`config.mk`:
```
export PLATFORM = sky130hd
export DESIGN_NAME = shc_ram
export DESIGN_NICKNAME = d
export VERILOG_FILES = /design/src/hdl/shc_ram.sv
export SDC_FILE = /design/constraint.sdc
export NUM_CORES = 1
export LEC_CHECK = 0
export BUFFER_PORTS_ARGS = -buffer_cell sky130_fd_sc_hd__clkbuf_2
export CORE_MARGIN = 3
export CORE_UTILIZATION = 30
export CTS_CLUSTER_DIAMETER = 120
export DETAILED_ROUTE_END_ITERATION = 10
export SLEW_MARGIN = 20
export SYNTH_ARGS = -nofsm -noshare
export SYNTH_HDL_FRONTEND = slang
export SYNTH_SLANG_ARGS = --single-unit
```
`constraint.sdc`:
```
create_clock -name clock -period 2.1 [get_ports clock]
set_clock_uncertainty 0.05 [all_clocks]
set_input_delay 0.105 -clock clock [delete_from_list [all_inputs] [get_ports clock]]
set_output_delay 0.105 -clock clock [all_outputs]
set_load 0.005 [all_outputs]
```
`src/hdl/shc_ram.sv`:
```
module shc_ram #(
   parameter int Width = 8,
   parameter int Depth = 16
) (
   input  logic                     clock,
   input  logic                     wr_en,
   input  logic [$clog2(Depth)-1:0] wr_addr,
   input  logic [Width-1:0]         wr_data,
   input  logic [$clog2(Depth)-1:0] rd_addr,
   output logic [Width-1:0]         rd_data
);

   logic [Width-1:0] mem [Depth];
   logic [Width-1:0] rd_data_ff;

   // write port and registered read port
   always_ff @(posedge clock) begin
      if (wr_en) begin
         mem[wr_addr] <= wr_data;
      end
      rd_data_ff <= mem[rd_addr];
   end

   assign rd_data = rd_data_ff;

endmodule

```
* Word-level counts from Yosys, hierarchy flattened
Memory sizes are Yosys's and may differ from the RTL's. A register that Yosys moved wholly into a read port is not among the register bits.
Cells that the tools add are included.
** Storage, ports and cells
- Memory bits (writable) :: 128
- Bits of input ports :: 18
- Memories :: 1
- Register bits after elaboration :: 0
- Output and inout bits :: 8
** Memory list
- mem :: depth 16, width 8, rd ports 1, clocked after Yosys merged registers in 1, write ports 1, RTL line 13 : logic [Width-1:0] mem [Depth];
** Cells by class
- Multiplexer cells :: 2
** Operators by type and width (count)
- $mux 1 :: 2

* Logic depth before layout (Yosys ltp)
- Depth after elaboration :: 2
- Gate-level depth with buffers :: 5

* Worst setup path before layout
No wires, ideal clock.
- Path type :: input to register
- Start point :: input wr_addr[2]
- End point :: memory mem[0][0] (enable)
- Arrival time :: 1.215 ns
- Path buffers :: 0
- Setup time :: 0.383 ns
- Slack :: 0.452 ns
- Cell stages on the path :: 2
- Cells stage by stage :: or3b_2 -> nor3_1
** RTL lines
- from (decl) :: RTL line 7 : input logic [$clog2(Depth)-1:0] wr_addr,
- to (decl) :: RTL line 13
No word-level cell before the write port.

==> results.txt <==
The run finished with clean final reports. The number of placed I/O pins came out at 26. The hold path depth was 1; the power density over cell area was 1010 nW/um^2.

The number of nets in the synthesized netlist came out at 247. The number of cells produced by synthesis came out at 229. The proportion of layout cells with a drive suffix above 1 is 0.315. The die is 137 microns wide. Hold timing on the final database bottoms out at a slack of 0.0599 ns. The run gives 136 as the clock sink total. The critical path starts at mem[2][1]$_DFFE_PP_.

Entering global routing, the biggest net connects 33 pins. In this run the critical register-to-register path is launched from mem[2][1]$_DFFE_PP_. For the worst setup path, the data required time is 2.34 ns. The tools report the number of max-slew violations in the final report as 0. For the number of placement rows, the log shows 47. The path with the worst hold slack has its endpoint at mem[7][4]$_DFFE_PP_. Setup repair after global routing left no endpoint under its margin.

Peak fanout along the critical path: 1. The final cycle utilization of the critical path came out at 0.679. The floorplan step defined a die boundary enclosing 18800 sq um. Worst flop-to-flop path endpoint: rd_data[1]$_DFF_P_. The logs give 0.67 ns for the slack of the worst reg-to-reg path and 0 for the number of antenna violations at the first check in global routing. 0 antenna diodes ended up in the layout. Compared with the post-synthesis result, the final layout area differs by 21.2%.

The mean number of vias per cell came out at 4.65. Detailed routing placed a total of 5050 microns of wire on met2. Summing all placed instances gives a cell area of 5630 sq um. Ranked by total cell area, the synthesized netlist is headed by sky130_fd_sc_hd__edfxtp_1 (75%), sky130_fd_sc_hd__mux4_2 (7.9%), sky130_fd_sc_hd__mux4_1 (7.1%). Input and output buffers added on the ports amount to 25. After detailed routing, the average wire length per cell comes to 19.2 microns. The floorplan step defined a core boundary enclosing 16700 sq um. The tools report the remaining max-slew budget at the tightest pin as 0.579. The highest routed metal layer is met4.

In this run, synthesis produced a sequential element count of 136. In this run the vertical extent of the chip is 137 microns. For this run, the post-layout net count is 300. The summed negative setup slack over all endpoints was 0 ns. The worst hold path belongs to the class input port to register. Initial standard-cell utilization of the core: 0.308.

The clock period minus worst slack is 1.43 ns. The number of maximum-capacitance violations was 0. The critical setup path kind was register to register. For the data arrival time of the worst path, the log shows 1.67 ns.

Summed over all nets, the half-perimeter wirelength after detailed placement is 6530 microns. The logs give 2 for the number of buffers on the longest clock path and 0 for the post-cts sizing count. The startpoint identified for the worst hold timing path is wr_data[4].

The via count of the first global-routing pass was 2553. Setup violations remaining at the end of the flow were counted as 0. The run gives 6240 sq um as the cell area after layout. The tools report the number of endpoints with negative hold slack in the final report as 0.

Cell taking the most area after synthesis: sky130_fd_sc_hd__edfxtp_1. The root buffer cell chosen for the clock tree is sky130_fd_sc_hd__clkbuf_16. The placer congestion estimate came out at 0.722.

The detailed router finished its first iteration with 242 violations. In this run, post-CTS hold repair placed 0 buffers. Static timing analysis puts the maximum clock frequency at 701 MHz. After clock tree synthesis, the setup repair step added 0 buffers. The run gives 4 as the H-tree depth reported by CTS.

Summed over all layers, the routed wires come to 9870 microns. The detailed-route wire length on metal 1 is 4200 microns, and the total overflow reported by the global router is 0. Summing internal, switching and leakage power gives 0.00632 W.

For the post-synthesis sequential area ratio, the log shows 0.778. For the later-pin clock latency in the skew report, the log shows 0.41 ns. The post-synthesis average cell area was 22.5 sq um; the overall fraction of global-route tracks in use was 0.114.

The worst setup path is captured at a register. The Yosys step of the flow raised 0 warnings. The number of clock buffers added by TritonCTS is 17. The logs give 15100 microns for the global-route wire length before repair and 0.449 ns for the pre-CTS setup slack. The count of nets left with antenna violations once routing finished came out at 0. Summing every instance area after synthesis gives 5150 sq um.

The routed layout has 2396 vias. Setup slack after layout: 0.673 ns. In this run the static leakage power is 2.10 nW.

The number of detailed-routing iterations run before antenna repair came out at 4. The clock slew at the register clock pins of the worst setup and hold paths came out at 0.06 ns. The detailed-route DRC error count is 0.

The run gives 19 as the number of distinct standard cells referenced by the synthesized netlist. For the pin with the worst max-slew slack, the measured transition is 0.630 ns. The kind of launch point of the worst setup path was a register. The run gives 488 microns as the wire length on met3.

TritonCTS built the clock tree. Across the VDD grid, the largest voltage drop is 0.000515 V. Area fraction of the dominant cell type after synthesis: 0.747.

Measured in cells, the most critical reg-to-reg path has a length of 3.
[logic make-up (layout without fill, tap and decap cells)]
logic type	Yosys count	after routing	share of synthesized area
flip-flops	136	136	0.778
AND/OR/NAND/NOR	35	35	0.0318
multiplexers	32	32	0.150
AO/OA/AOI/OAI	16	16	0.0233
buffers and inverters	10	76	0.0168
[worst max-delay path: stages (launching register included)]
cell,delay [ns]
sky130_fd_sc_hd__edfxtp_1,0.39
sky130_fd_sc_hd__mux4_1,0.51
sky130_fd_sc_hd__a22oi_1,0.29
sky130_fd_sc_hd__nand2_1,0.08
[cell usage after synthesis, drive strengths merged]
library cell,n
a22oi,16
and2,1
and2b,1
buf,7
clkdlybuf4s25,3
dfxtp,8
edfxtp,128
mux4,32
nand2,9
nand2b,2
nand3,1
nand3b,2
nor2,13
nor2b,1
nor3,4
or3b,1
[area by class of cell]
cell class	instances	area, sq um
clock inverters	11	149
fillers	1522	10500
multi-input cells	83	1060
repair buffers	44	293
clock buffers	21	460
flip-flops and latches	136	4000
well taps	220	275
[cell usage in the layout (no fill, tap or decap), drive strengths merged]
cell type,synthesis,layout
nand2,9,9
edfxtp,128,128
bufinv,0,3
and2,1,1
clkbuf,0,46
nand2b,2,2
clkinvlp,0,3
or3b,1,1
nand3b,2,2
a22oi,16,16
clkinv,0,5
buf,7,19
dfxtp,8,8
and2b,1,1
nor2b,1,1
nor3,4,4
nor2,13,13
nand3,1,1
mux4,32,32
[registers in the layout (all words and copies together), names as in the netlist]
signal   cells
mem        128
rd_data      8
[routing by layer]
layer  GRT usage  up-vias
li1            -     1078
met1       0.146     1241
met2       0.184       65
met3      0.0338       12
met4      0.0416        0
met5           0        -
[metrics by stage]
step                instances  utilization
detailed placement        483        0.337
global route              515        0.374
global placement          483        0.337
finish                    515        0.374
floorplan                 229            -
CTS                       515        0.374
[worst max-delay path by stage]
| stage | endpoint | slack, ns | cells after the start |
|---|---|---|---|
| CTS | rd_data[1]$_DFF_P_ | 0.65 | 3 |
| global route | rd_data[1]$_DFF_P_ | 0.60 | 3 |
| detailed placement | rd_data[2]$_DFF_P_ | 0.45 | 5 |
| floorplan | mem[0][0]$_DFFE_PP_ | 0.45 | 2 |
| finish | rd_data[1]$_DFF_P_ | 0.67 | 3 |
| global placement | rd_data[2]$_DFF_P_ | 0.45 | 5 |
[where the power goes]
part | total [W] | switching [W] | internal [W]
logic | 0.000277 | 0.000156 | 0.000121
clock network | 0.00299 | 0.00106 | 0.00193
registers | 0.00305 | 0.0000191 | 0.00304
(Power assumes the default switching activity.)
